[config.mk]
export PLATFORM = sky130hd
export DESIGN_NAME = byte_destuffer_xor_check_top_flat
export DESIGN_NICKNAME = d
export VERILOG_FILES = /design/src/sv/bdxc_pkg.sv /design/src/sv/bdxc_in_if.sv /design/src/sv/bdxc_out_if.sv /design/src/sv/byte_destuffer_xor_check_top.sv /design/src/sv/bdxc_front.sv /design/src/sv/bdxc_fifo.sv /design/src/sv/bdxc_back.sv /design/src/flat_wrapper.sv
export SDC_FILE = /design/constraint.sdc
export NUM_CORES = 1
export LEC_CHECK = 0
export ABC_AREA = 1
export ABC_CLOCK_PERIOD_IN_PS = 3400
export BUFFER_PORTS_ARGS = -buffer_cell sky130_fd_sc_hd__buf_4
export CORE_UTILIZATION = 50
export DETAILED_ROUTE_END_ITERATION = 8
export HOLD_SLACK_MARGIN = 0.05
export PLACE_DENSITY = 0.68
export RECOVER_POWER = 100
export SYNTH_ARGS = -nofsm -noshare
export SYNTH_HDL_FRONTEND = slang
export SYNTH_SLANG_ARGS = --single-unit
[constraint.sdc]
create_clock -name clk -period 3.4 [get_ports clk]
set_clock_uncertainty 0.1 [all_clocks]
set_input_delay 0.68 -clock clk [delete_from_list [all_inputs] [get_ports clk]]
set_output_delay 0.68 -clock clk [all_outputs]
set_load 0.03 [all_outputs]
[src/sv/bdxc_pkg.sv]
package bdxc_pkg;

  // escape codes of the line coding
  localparam logic [7:0] ESC_BYTE = 8'h7d;
  localparam logic [7:0] ESC_FLAG = 8'h5e;
  localparam logic [7:0] ESC_ESC  = 8'h5d;

  // reset value of the restored flag byte
  localparam logic [7:0] FLAG_RESET = 8'h7e;

  // depth of the queue between decode and output
  localparam int QDEPTH = 4;
  localparam int PTR_W  = $clog2(QDEPTH);
  localparam int CNT_W  = $clog2(QDEPTH + 1);

  typedef enum logic [1:0] {
    ST_OK       = 2'd0,
    ST_MISMATCH = 2'd1,
    ST_BADESC   = 2'd2,
    ST_EMPTY    = 2'd3
  } status_t;

  // one queue entry: an optional data byte, then an optional status
  typedef struct packed {
    logic       has_data;
    logic [7:0] data;
    logic       has_status;
    status_t    status;
  } entry_t;

  // write side of the queue
  typedef struct packed {
    logic   push;
    entry_t entry;
  } q_wr_t;

  // read side of the queue
  typedef struct packed {
    logic   empty;
    logic   full;
    entry_t head;
  } q_rd_t;

endpackage

[src/sv/bdxc_in_if.sv]
interface bdxc_in_if;
  logic       valid;
  logic       ready;
  logic [7:0] in_byte;
  logic       frame_end;

  modport source (output valid, output in_byte, output frame_end, input ready);
  modport sink   (input valid, input in_byte, input frame_end, output ready);
endinterface

[src/sv/bdxc_out_if.sv]
interface bdxc_out_if;
  logic       valid;
  logic       ready;
  logic [7:0] out_byte;
  logic       is_status;
  logic [1:0] frame_status;

  modport source (output valid, output out_byte, output is_status, output frame_status,
                  input ready);
  modport sink   (input valid, input out_byte, input is_status, input frame_status,
                  output ready);
endinterface

[src/sv/byte_destuffer_xor_check_top.sv]
// Byte destuffer with XOR check: takes one stuffed byte per cycle while the queue is not
// full (frame_end on the last), undoes the 0x7d escapes, holds back the newest decoded
// byte as the check byte, emits the bytes before it and, after the last byte, one status
// item (0 ok, 1 mismatch, 2 bad or trailing escape, 3 empty). Input rate is one byte per
// cycle while the queue has room, set by the escape/hold update in the decode stage; the
// output side sends one item per cycle while out_ch.ready is high, so the last byte of a
// frame, which can yield a data item and the status, is absorbed by the four-entry queue
// between decode and output. Write flag_value (reset 0x7e) only while the block is idle.
module byte_destuffer_xor_check_top (
  input  logic        clk,
  input  logic        rst,
  bdxc_in_if.sink     in_ch,
  bdxc_out_if.source  out_ch,
  input  logic        cfg_we,
  input  logic [7:0]  cfg_data
);

  bdxc_pkg::q_wr_t q_wr;
  bdxc_pkg::q_rd_t q_rd;
  logic            pop;

  bdxc_front u_front (
    .clk      (clk),
    .rst      (rst),
    .in_ch    (in_ch),
    .cfg_we   (cfg_we),
    .cfg_data (cfg_data),
    .q_full   (q_rd.full),
    .q_wr     (q_wr)
  );

  bdxc_fifo u_fifo (
    .clk  (clk),
    .rst  (rst),
    .q_wr (q_wr),
    .pop  (pop),
    .q_rd (q_rd)
  );

  bdxc_back u_back (
    .clk    (clk),
    .rst    (rst),
    .q_rd   (q_rd),
    .pop    (pop),
    .out_ch (out_ch)
  );

endmodule

[src/sv/bdxc_front.sv]
module bdxc_front (
  input  logic                clk,
  input  logic                rst,
  bdxc_in_if.sink             in_ch,
  input  logic                cfg_we,
  input  logic [7:0]          cfg_data,
  input  logic                q_full,
  output bdxc_pkg::q_wr_t     q_wr
);

  logic [7:0] flag_value;
  logic [7:0] running_xor;
  logic [7:0] held_byte;
  logic       held_valid;
  logic       escape_pending;
  logic       escape_error;

  logic [7:0] running_xor_next;
  logic [7:0] held_byte_next;
  logic       held_valid_next;
  logic       escape_pending_next;
  logic       escape_error_next;

  logic       have;
  logic [7:0] dec;
  logic       emit;
  logic       accept;
  bdxc_pkg::status_t status;

  assign in_ch.ready = !q_full;
  assign accept      = in_ch.valid && in_ch.ready;

  // escape decode
  always_comb begin
    have                = 1'b0;
    dec                 = in_ch.in_byte;
    escape_pending_next = 1'b0;
    escape_error_next   = escape_error;
    if (escape_pending) begin
      if (in_ch.in_byte == bdxc_pkg::ESC_FLAG) begin
        dec  = flag_value;
        have = 1'b1;
      end else if (in_ch.in_byte == bdxc_pkg::ESC_ESC) begin
        dec  = bdxc_pkg::ESC_BYTE;
        have = 1'b1;
      end else begin
        // invalid escape: drop the escape, decode this byte afresh
        escape_error_next = 1'b1;
        if (in_ch.in_byte == bdxc_pkg::ESC_BYTE) begin
          escape_pending_next = 1'b1;
        end else begin
          have = 1'b1;
        end
      end
    end else if (in_ch.in_byte == bdxc_pkg::ESC_BYTE) begin
      escape_pending_next = 1'b1;
    end else begin
      have = 1'b1;
    end
  end

  // hold-back of the newest byte and running check
  always_comb begin
    emit             = have && held_valid;
    running_xor_next = emit ? (running_xor ^ held_byte) : running_xor;
    held_byte_next   = have ? dec : held_byte;
    held_valid_next  = held_valid || have;
  end

  // end-of-frame status, bad escape first
  always_comb begin
    if (escape_error_next || escape_pending_next) begin
      status = bdxc_pkg::ST_BADESC;
    end else if (!held_valid_next) begin
      status = bdxc_pkg::ST_EMPTY;
    end else if (running_xor_next != held_byte_next) begin
      status = bdxc_pkg::ST_MISMATCH;
    end else begin
      status = bdxc_pkg::ST_OK;
    end
  end

  // queue write
  always_comb begin
    q_wr.push             = accept && (emit || in_ch.frame_end);
    q_wr.entry.has_data   = emit;
    q_wr.entry.data       = held_byte;
    q_wr.entry.has_status = in_ch.frame_end;
    q_wr.entry.status     = status;
  end

  // configuration register
  always_ff @(posedge clk) begin
    if (rst) begin
      flag_value <= bdxc_pkg::FLAG_RESET;
    end else if (cfg_we) begin
      flag_value <= cfg_data;
    end
  end

  // frame state; cleared after the status
  always_ff @(posedge clk) begin
    if (rst) begin
      running_xor    <= '0;
      held_byte      <= '0;
      held_valid     <= 1'b0;
      escape_pending <= 1'b0;
      escape_error   <= 1'b0;
    end else if (accept) begin
      if (in_ch.frame_end) begin
        running_xor    <= '0;
        held_byte      <= '0;
        held_valid     <= 1'b0;
        escape_pending <= 1'b0;
        escape_error   <= 1'b0;
      end else begin
        running_xor    <= running_xor_next;
        held_byte      <= held_byte_next;
        held_valid     <= held_valid_next;
        escape_pending <= escape_pending_next;
        escape_error   <= escape_error_next;
      end
    end
  end

endmodule

[src/sv/bdxc_fifo.sv]
module bdxc_fifo (
  input  logic            clk,
  input  logic            rst,
  input  bdxc_pkg::q_wr_t q_wr,
  input  logic            pop,
  output bdxc_pkg::q_rd_t q_rd
);

  bdxc_pkg::entry_t mem [bdxc_pkg::QDEPTH];

  logic [bdxc_pkg::PTR_W-1:0] wr_ptr;
  logic [bdxc_pkg::PTR_W-1:0] rd_ptr;
  logic [bdxc_pkg::CNT_W-1:0] count;

  assign q_rd.empty = (count == '0);
  assign q_rd.full  = (count == bdxc_pkg::CNT_W'(bdxc_pkg::QDEPTH));
  assign q_rd.head  = mem[rd_ptr];

  // storage, no reset needed
  always_ff @(posedge clk) begin
    if (q_wr.push) begin
      mem[wr_ptr] <= q_wr.entry;
    end
  end

  // pointers wrap at the depth
  always_ff @(posedge clk) begin
    if (rst) begin
      wr_ptr <= '0;
      rd_ptr <= '0;
      count  <= '0;
    end else begin
      if (q_wr.push) begin
        wr_ptr <= (wr_ptr == bdxc_pkg::PTR_W'(bdxc_pkg::QDEPTH - 1)) ? '0 : wr_ptr + 1'b1;
      end
      if (pop) begin
        rd_ptr <= (rd_ptr == bdxc_pkg::PTR_W'(bdxc_pkg::QDEPTH - 1)) ? '0 : rd_ptr + 1'b1;
      end
      case ({q_wr.push, pop})
        2'b10:   count <= count + 1'b1;
        2'b01:   count <= count - 1'b1;
        default: count <= count;
      endcase
    end
  end

endmodule

[src/sv/bdxc_back.sv]
module bdxc_back (
  input  logic            clk,
  input  logic            rst,
  input  bdxc_pkg::q_rd_t q_rd,
  output logic            pop,
  bdxc_out_if.source      out_ch
);

  logic             cur_valid;
  bdxc_pkg::entry_t cur;
  logic             out_accept;
  logic             done;

  assign out_accept = out_ch.valid && out_ch.ready;
  // entry finished when its last item leaves
  assign done       = out_accept && (!cur.has_data || !cur.has_status);
  assign pop        = (!cur_valid || done) && !q_rd.empty;

  // data item first, then status item
  assign out_ch.valid        = cur_valid;
  assign out_ch.out_byte     = cur.has_data ? cur.data : 8'h00;
  assign out_ch.is_status    = !cur.has_data;
  assign out_ch.frame_status = cur.has_data ? bdxc_pkg::ST_OK : cur.status;

  always_ff @(posedge clk) begin
    if (rst) begin
      cur_valid <= 1'b0;
    end else if (pop) begin
      cur_valid <= 1'b1;
    end else if (done) begin
      cur_valid <= 1'b0;
    end
  end

  always_ff @(posedge clk) begin
    if (pop) begin
      cur <= q_rd.head;
    end else if (out_accept && !done) begin
      // data sent, status remains
      cur.has_data <= 1'b0;
    end
  end

endmodule
[src/flat_wrapper.sv]
// flat-port wrapper written by rule: the top's interface ports become plain ports
module byte_destuffer_xor_check_top_flat 
  (clk, rst, cfg_we, cfg_data, in_ch_valid, in_ch_in_byte, in_ch_frame_end, in_ch_ready, out_ch_valid, out_ch_out_byte, out_ch_is_status, out_ch_frame_status, out_ch_ready);
  bdxc_in_if in_ch_i ();
  bdxc_out_if out_ch_i ();
  input  logic clk;
  input  logic rst;
  input  logic cfg_we;
  input  logic [7:0] cfg_data;
  input wire logic [$bits(in_ch_i.valid)-1:0] in_ch_valid;
  input wire logic [$bits(in_ch_i.in_byte)-1:0] in_ch_in_byte;
  input wire logic [$bits(in_ch_i.frame_end)-1:0] in_ch_frame_end;
  output wire logic [$bits(in_ch_i.ready)-1:0] in_ch_ready;
  output wire logic [$bits(out_ch_i.valid)-1:0] out_ch_valid;
  output wire logic [$bits(out_ch_i.out_byte)-1:0] out_ch_out_byte;
  output wire logic [$bits(out_ch_i.is_status)-1:0] out_ch_is_status;
  output wire logic [$bits(out_ch_i.frame_status)-1:0] out_ch_frame_status;
  input wire logic [$bits(out_ch_i.ready)-1:0] out_ch_ready;
  assign in_ch_i.valid = in_ch_valid;
  assign in_ch_i.in_byte = in_ch_in_byte;
  assign in_ch_i.frame_end = in_ch_frame_end;
  assign in_ch_ready = in_ch_i.ready;
  assign out_ch_valid = out_ch_i.valid;
  assign out_ch_out_byte = out_ch_i.out_byte;
  assign out_ch_is_status = out_ch_i.is_status;
  assign out_ch_frame_status = out_ch_i.frame_status;
  assign out_ch_i.ready = out_ch_ready;
  byte_destuffer_xor_check_top u_core (.clk(clk), .rst(rst), .in_ch(in_ch_i), .out_ch(out_ch_i), .cfg_we(cfg_we), .cfg_data(cfg_data));
endmodule
== After elaboration in Yosys (flattened, before gate mapping) ==
Memories as Yosys holds them, arrays and structs flattened. A register that Yosys moved wholly into a read port is not among the register bits.
Cells that the tools add are included.

* Flip-flop bits (word level): 47
* Memory bits (writable): 48
* Bits of input ports: 22
* Output and inout port bits: 13
* Logic and storage cells: 88
* Memories kept: 1

{| class="wikitable"
|+ Memories
! memory !! depth !! bits a word !! read ports !! clocked after Yosys merged registers in !! wr ports !! line !! text
|-
| u_core.u_fifo.mem || 4 || 12 || 1 || 1 || 1 || bdxc_fifo.sv:9 || <nowiki>bdxc_pkg::entry_t mem [bdxc_pkg::QDEPTH];</nowiki>
|}

* Add/subtract/negate cells: 4
* Equal/unequal tests: 9
* Muxes and demuxes: 37
* Bitwise gates (word level): 1
* Reductions and logical operators: 22

{| class="wikitable"
|+ Operator list
! operator !! number
|-
| $mux 8 || 8
|-
| $eq 8x7->1 const B || 3
|-
| $mux 1 || 21
|-
| $mux 2 || 7
|-
| $ne 8x8->1 || 1
|-
| $xor 8x8->8 || 1
|-
| $logic_and 1x1->1 || 7
|-
| $eq 2x2->1 const B || 3
|-
| $logic_not 1->1 || 6
|-
| $pmux 3 s2 || 1
|-
| $reduce_bool 2->1 || 3
|-
| $logic_or 1x1->1 || 5
|-
| $add 2x1->2 const B || 2
|-
| $add 3x1->3 const B || 1
|-
| $eq 3x3->1 const B || 1
|-
| $logic_not 3->1 || 1
|-
| $sub 3x1->3 const B || 1
|-
| $eq 2x1->1 const B || 1
|}

== Logic depth before layout (Yosys ltp) ==
* Word-level depth: 11
* Mapped depth: 15
* Mapped depth without buffers: 14

== By module ==
A second synthesis with hierarchy kept.

* Cell total of the unflattened synthesis: 496
* Area total of the unflattened synthesis: 4439.3 um2

{| class="wikitable"
|+ By module, submodules not included
! module !! instances !! cells each !! area an instance (um2)
|-
| bdxc_fifo || 1 || 176 || 2242.2
|-
| bdxc_front || 1 || 274 || 1676.6
|-
| bdxc_back || 1 || 46 || 520.5
|}

== Worst setup path before layout ==
OpenSTA, ideal clock, no wires.

* Path kind: input -> register
* Start: input in_ch_in_byte[7]
* End: register u_core.u_fifo.count[2] in the netlist's numbering
* Setup time: 0.122 ns
* Arrival: 2.514 ns
* Setup slack: 0.664 ns
* Cell stages on the path: 14
* Buffers on the path: 0
* Path through: inv_1 > nand2_1 > nor2_1 > nand2_2 > nand2_1 > inv_1 > o21ai_4 > ha_1 > inv_1 > fa_1 > a21oi_1 > o21ai_0 > o21ai_0 > a21oi_1

{| class="wikitable"
|+ RTL lines
! what !! line !! text
|-
| start: declaration || flat_wrapper.sv:11 || <nowiki>input wire logic [$bits(in_ch_i.in_byte)-1:0] in_ch_in_byte;</nowiki>
|-
| end signal: assignment || bdxc_fifo.sv:40 || <nowiki>2'b10: count <= count + 1'b1;</nowiki>
|-
| end signal: assignment || bdxc_fifo.sv:41 || <nowiki>2'b01: count <= count - 1'b1;</nowiki>
|-
| end signal: assignment || bdxc_fifo.sv:42 || <nowiki>default: count <= count;</nowiki>
|-
| end: declaration || bdxc_fifo.sv:13 || <nowiki>logic [bdxc_pkg::CNT_W-1:0] count;</nowiki>
|}

== Worst setup path in the final report ==
* Start: register u_core.u_fifo.count[0] in the netlist's numbering
* End: register u_core.u_fifo.count[2] in the netlist's numbering

* Word-level cells in the longest chain between the ends: 6

{| class="wikitable"
|+ RTL lines
! what !! line !! text
|-
| $eq 3x3->1 || bdxc_fifo.sv:16 || <nowiki>assign q_rd.full = (count == bdxc_pkg::CNT_W'(bdxc_pkg::QDEPTH));</nowiki>
|-
| $logic_not 1->1 || bdxc_front.sv:30 || <nowiki>assign in_ch.ready = !q_full;</nowiki>
|-
| $logic_and 1x1->1 || bdxc_front.sv:31 || <nowiki>assign accept = in_ch.valid && in_ch.ready;</nowiki>
|-
| $logic_and 1x1->1 || bdxc_front.sv:85 || <nowiki>q_wr.push = accept && (emit || in_ch.frame_end);</nowiki>
|-
| $eq 2x1->1 or $eq 2x2->1 (tied branches) || bdxc_fifo.sv:39 || <nowiki>case ({q_wr.push, pop})</nowiki>
|-
| $pmux 3 s2 or $reduce_bool 2->1 (tied branches) || - ||
|}

Several ways; a longest one is shown, not always the timed one.
A chain may end at the register's enable or synchronous reset.

==> results.json <==
{
  "grt_overflow": 0,
  "core_um2": 8340,
  "power_frac_comb_pct": 28.9,
  "drv_slew": 0,
  "drtIter0Drc": 133,
  "stdcell_area_um2": 4890,
  "crit_required_ns": 3.56,
  "final-setup-viol-count": 0,
  "wl_per_cell_um": 13.7,
  "drt-met1-wl_mm": 3.84,
  "ys_top_cells_by_area": "edfxtp_1 41%, dfxtp_1 17%, nand2_1 8.5%",
  "syn_nets": 521,
  "max_stage_delay_ns": 0.50,
  "antenna_found_initial": 0,
  "critical_path_class": "flip-flop to flip-flop",
  "multi_input_area_um2": 1520,
  "synth_cell_types": 27,
  "powerDensity_nw_per_um2": 693,
  "synth_top_cell_by_area": "edfxtp_1",
  "cp_slowest_cell": "nand2_1",
  "grt_max_degree": 26,
  "placed_area_um2": 4750,
  "synthCells": 492,
  "fmax_ghz": 0.352,
  "cts_root_buf": "clkbuf_8",
  "holdPathEnd": "u_core.u_fifo.count[0]",
  "synth_warnings": 0,
  "pwr-share-seq_pct": 47.7,
  "rsz0062_at_grt": "no",
  "cts_tree": "done",
  "r2r-start": "u_core.u_fifo.count[0]",
  "htree_num_levels": 3,
  "vias": 3335,
  "fin_crit_ns": 2.84,
  "row_count": 33,
  "diodes": 0,
  "dp_hpwl_mm": 6.04,
  "netlist_area_um2": 4380,
  "pwr-share-clk_pct": 23.4,
  "synth_edf_count": 60,
  "postCtsSetupBuffers": 0,
  "ys_ff_latch": 97,
  "min_path_type": "flip-flop to flip-flop",
  "cap_violations": 0,
  "portBuffers": 34,
  "yosys_most_used_dff": "edfxtp_1",
  "worstRegToRegCells": 12,
  "ff_latch_area_um2": 2540,
  "die_h_um": 95.5,
  "grt_pass1_vias": 3179,
  "crit_cells": 12,
  "die_w_um": 95.5,
  "p_int_w": 0.00214,
  "grt_pass1_wl_mm": 14.8,
  "routed_wl_mm": 8.74,
  "synth_top_area_share_pct": 41.2,
  "grt.total_usage_pct": 21.5,
  "top_layer_used": "met4",
  "synth-async-reset-ratio_pct": 0,
  "synth.most_common_cell": "nand2_1",
  "p_switching_w": 0.00125,
  "crit_top_cell": "inv_1",
  "cts.hold.buffers_added": 0,
  "r2r_end": "u_core.u_fifo.count[2]",
  "ctsResizeCount": 0,
  "critPathTopFamily": "compound AO/OA/AOI/OAI gates",
  "synth_common_cells": "99 x nand2_1, 68 x nor2_1, 63 x inv_1",
  "drc": 0,
  "io_pins": 35,
  "met3RoutedLength_um": 482,
  "switching_share_pct": 36.8,
  "vias_per_cell": 5.22,
  "synth.avg_cell_area_um2": 8.89,
  "startpoint_type": "flip-flop",
  "clkSinkCount": 97,
  "worst_slew_pin_slew_ns": 1.13,
  "firstDrtPassIters": 5,
  "finalWeightedCongestion": 0.878,
  "critical_path.max_fanout": 19,
  "nets": 558,
  "num-fill-cells": 763,
  "start_util_pct": 52.5,
  "post-route-util_pct": 58.6,
  "numCtsBuffers": 9,
  "status": "complete, no violations",
  "ys_seq_area_share_pct": 58.1,
  "path_clk_slew_ns": 0.10,
  "drive_gt1_share_pct": 8.61,
  "arrival_ns": 2.99,
  "die_area_um2": 9130,
  "slew_headroom_pct": 24.6,
  "end_kind": "flip-flop",
  "min_from": "u_core.u_fifo.count[0]",
  "cts_buffer_depth": 2,
  "crit_buf_inv": 3,
  "syn_to_final_growth_pct": 11.7,
  "p_leak_nw": 2.03,
  "tns_ns": 0,
  "vdd_drop_max_mv": 0.272,
  "r2r_slack_ns": 0.56,
  "hold_violations": 0,
  "fin_crit_sh_pct": 83.5,
  "hold_depth": 1,
  "met2_length_mm": 4.22,
  "clock_latency_ns": 0.36,
  "ant_nets": 0,
  "crit_path_cell_trace": "inv_1 > nand3_1 > nand2_1 > inv_1 > o21ai_4 > ha_1 > inv_1 > fa_1 > a21oi_1 > o21ai_0 > o21ai_0 > a21oi_1"
}
==> area by class of cell <==
class / count / share of cell area [%]
clock inverter: 7 / 1.92
multi-input combinational: 315 / 31.1
timing repair buffer: 43 / 4.92
inverter: 63 / 4.84
clock buffer: 9 / 2.53
tap: 105 / 2.69
sequential: 97 / 52.0
==> sequential cells by signal (all words and copies together), names as in the netlist, 2 cells and up, named ones only <==
register,count
u_core.u_fifo.mem,48
u_core.u_fifo.rd_ptr,2
u_core.u_back.cur,12
u_core.u_fifo.wr_ptr,2
u_core.u_front.held_byte,8
u_core.u_fifo.count,3
u_core.u_front.running_xor,8
u_core.u_front.flag_value,8
==> cells in the final DEF, fill, tap and decap left out, types with 2 or more instances in the layout <==
cell type,synthesis,layout
o22ai_1,11,11
inv_1,63,63
clkbuf_8,0,9
ha_1,6,6
nand2_2,3,2
buf_4,0,20
dfxtp_1,37,37
xnor2_1,4,4
nand3b_1,2,2
a21oi_1,30,30
edfxtp_1,60,60
inv_8,0,2
inv_6,0,2
o21ai_0,39,39
nor3_1,2,2
nor2_4,2,2
clkbuf_1,13,22
nand4_1,9,9
nand3_1,32,32
nor2_1,68,68
nand2_1,99,100
==> power groups by stage <==
stage	Sequential (W)	Clock, W	Combinational (W)
2_1_floorplan	0.00160	0	0.000752
4_1_cts	0.00162	0.000813	0.00107
3_5_place_dp	0.00165	0	0.00107
3_3_place_gp	0.00164	0	0.00105
5_1_grt	0.00165	0.000854	0.00113
6_report	0.00162	0.000793	0.000978
==> per-layer routing <==
metal  up-vias  track usage [%]
li1       1702                -
met1      1527             27.0
met2        90             36.3
met3        16             4.94
met4         0             7.96
met5         -                0
==> kinds of logic (layout without fill, tap and decap cells) <==
kind of cell | Yosys count | after routing | synth area share [%]
compound gates | 84 | 84 | 10.4
xor+xnor | 4 | 4 | 0.801
fa+ha+maj | 7 | 7 | 2.17
buf+inv | 80 | 122 | 7.12
flops | 97 | 97 | 58.1
simple gates | 220 | 220 | 21.4
==> metrics by stage <==
| stage | setup WS, ns | power (W) | hold slack (ns) | cells |
|---|---|---|---|---|
| floorplan | 0.664 | 0.00235 | 0.322 | 492 |
| global placement | 0.362 | 0.00269 | 0.337 | 623 |
| detailed placement | 0.283 | 0.00271 | 0.339 | 623 |
| CTS | 0.680 | 0.00350 | 0.358 | 639 |
| global route | 0.261 | 0.00363 | 0.405 | 639 |
| finish | 0.561 | 0.00339 | 0.361 | 639 |
==> worst max path at each step <==
stage	startpoint	end
2_1_floorplan	in_ch_in_byte[7]	u_core.u_fifo.count[2]
3_3_place_gp	in_ch_in_byte[7]	u_core.u_fifo.count[2]
3_5_place_dp	in_ch_in_byte[7]	u_core.u_fifo.count[2]
4_1_cts	in_ch_in_byte[7]	u_core.u_fifo.count[2]
5_1_grt	u_core.u_fifo.count[0]	u_core.u_fifo.count[2]
6_report	u_core.u_fifo.count[0]	u_core.u_fifo.count[2]
(Power assumes the default switching activity.)
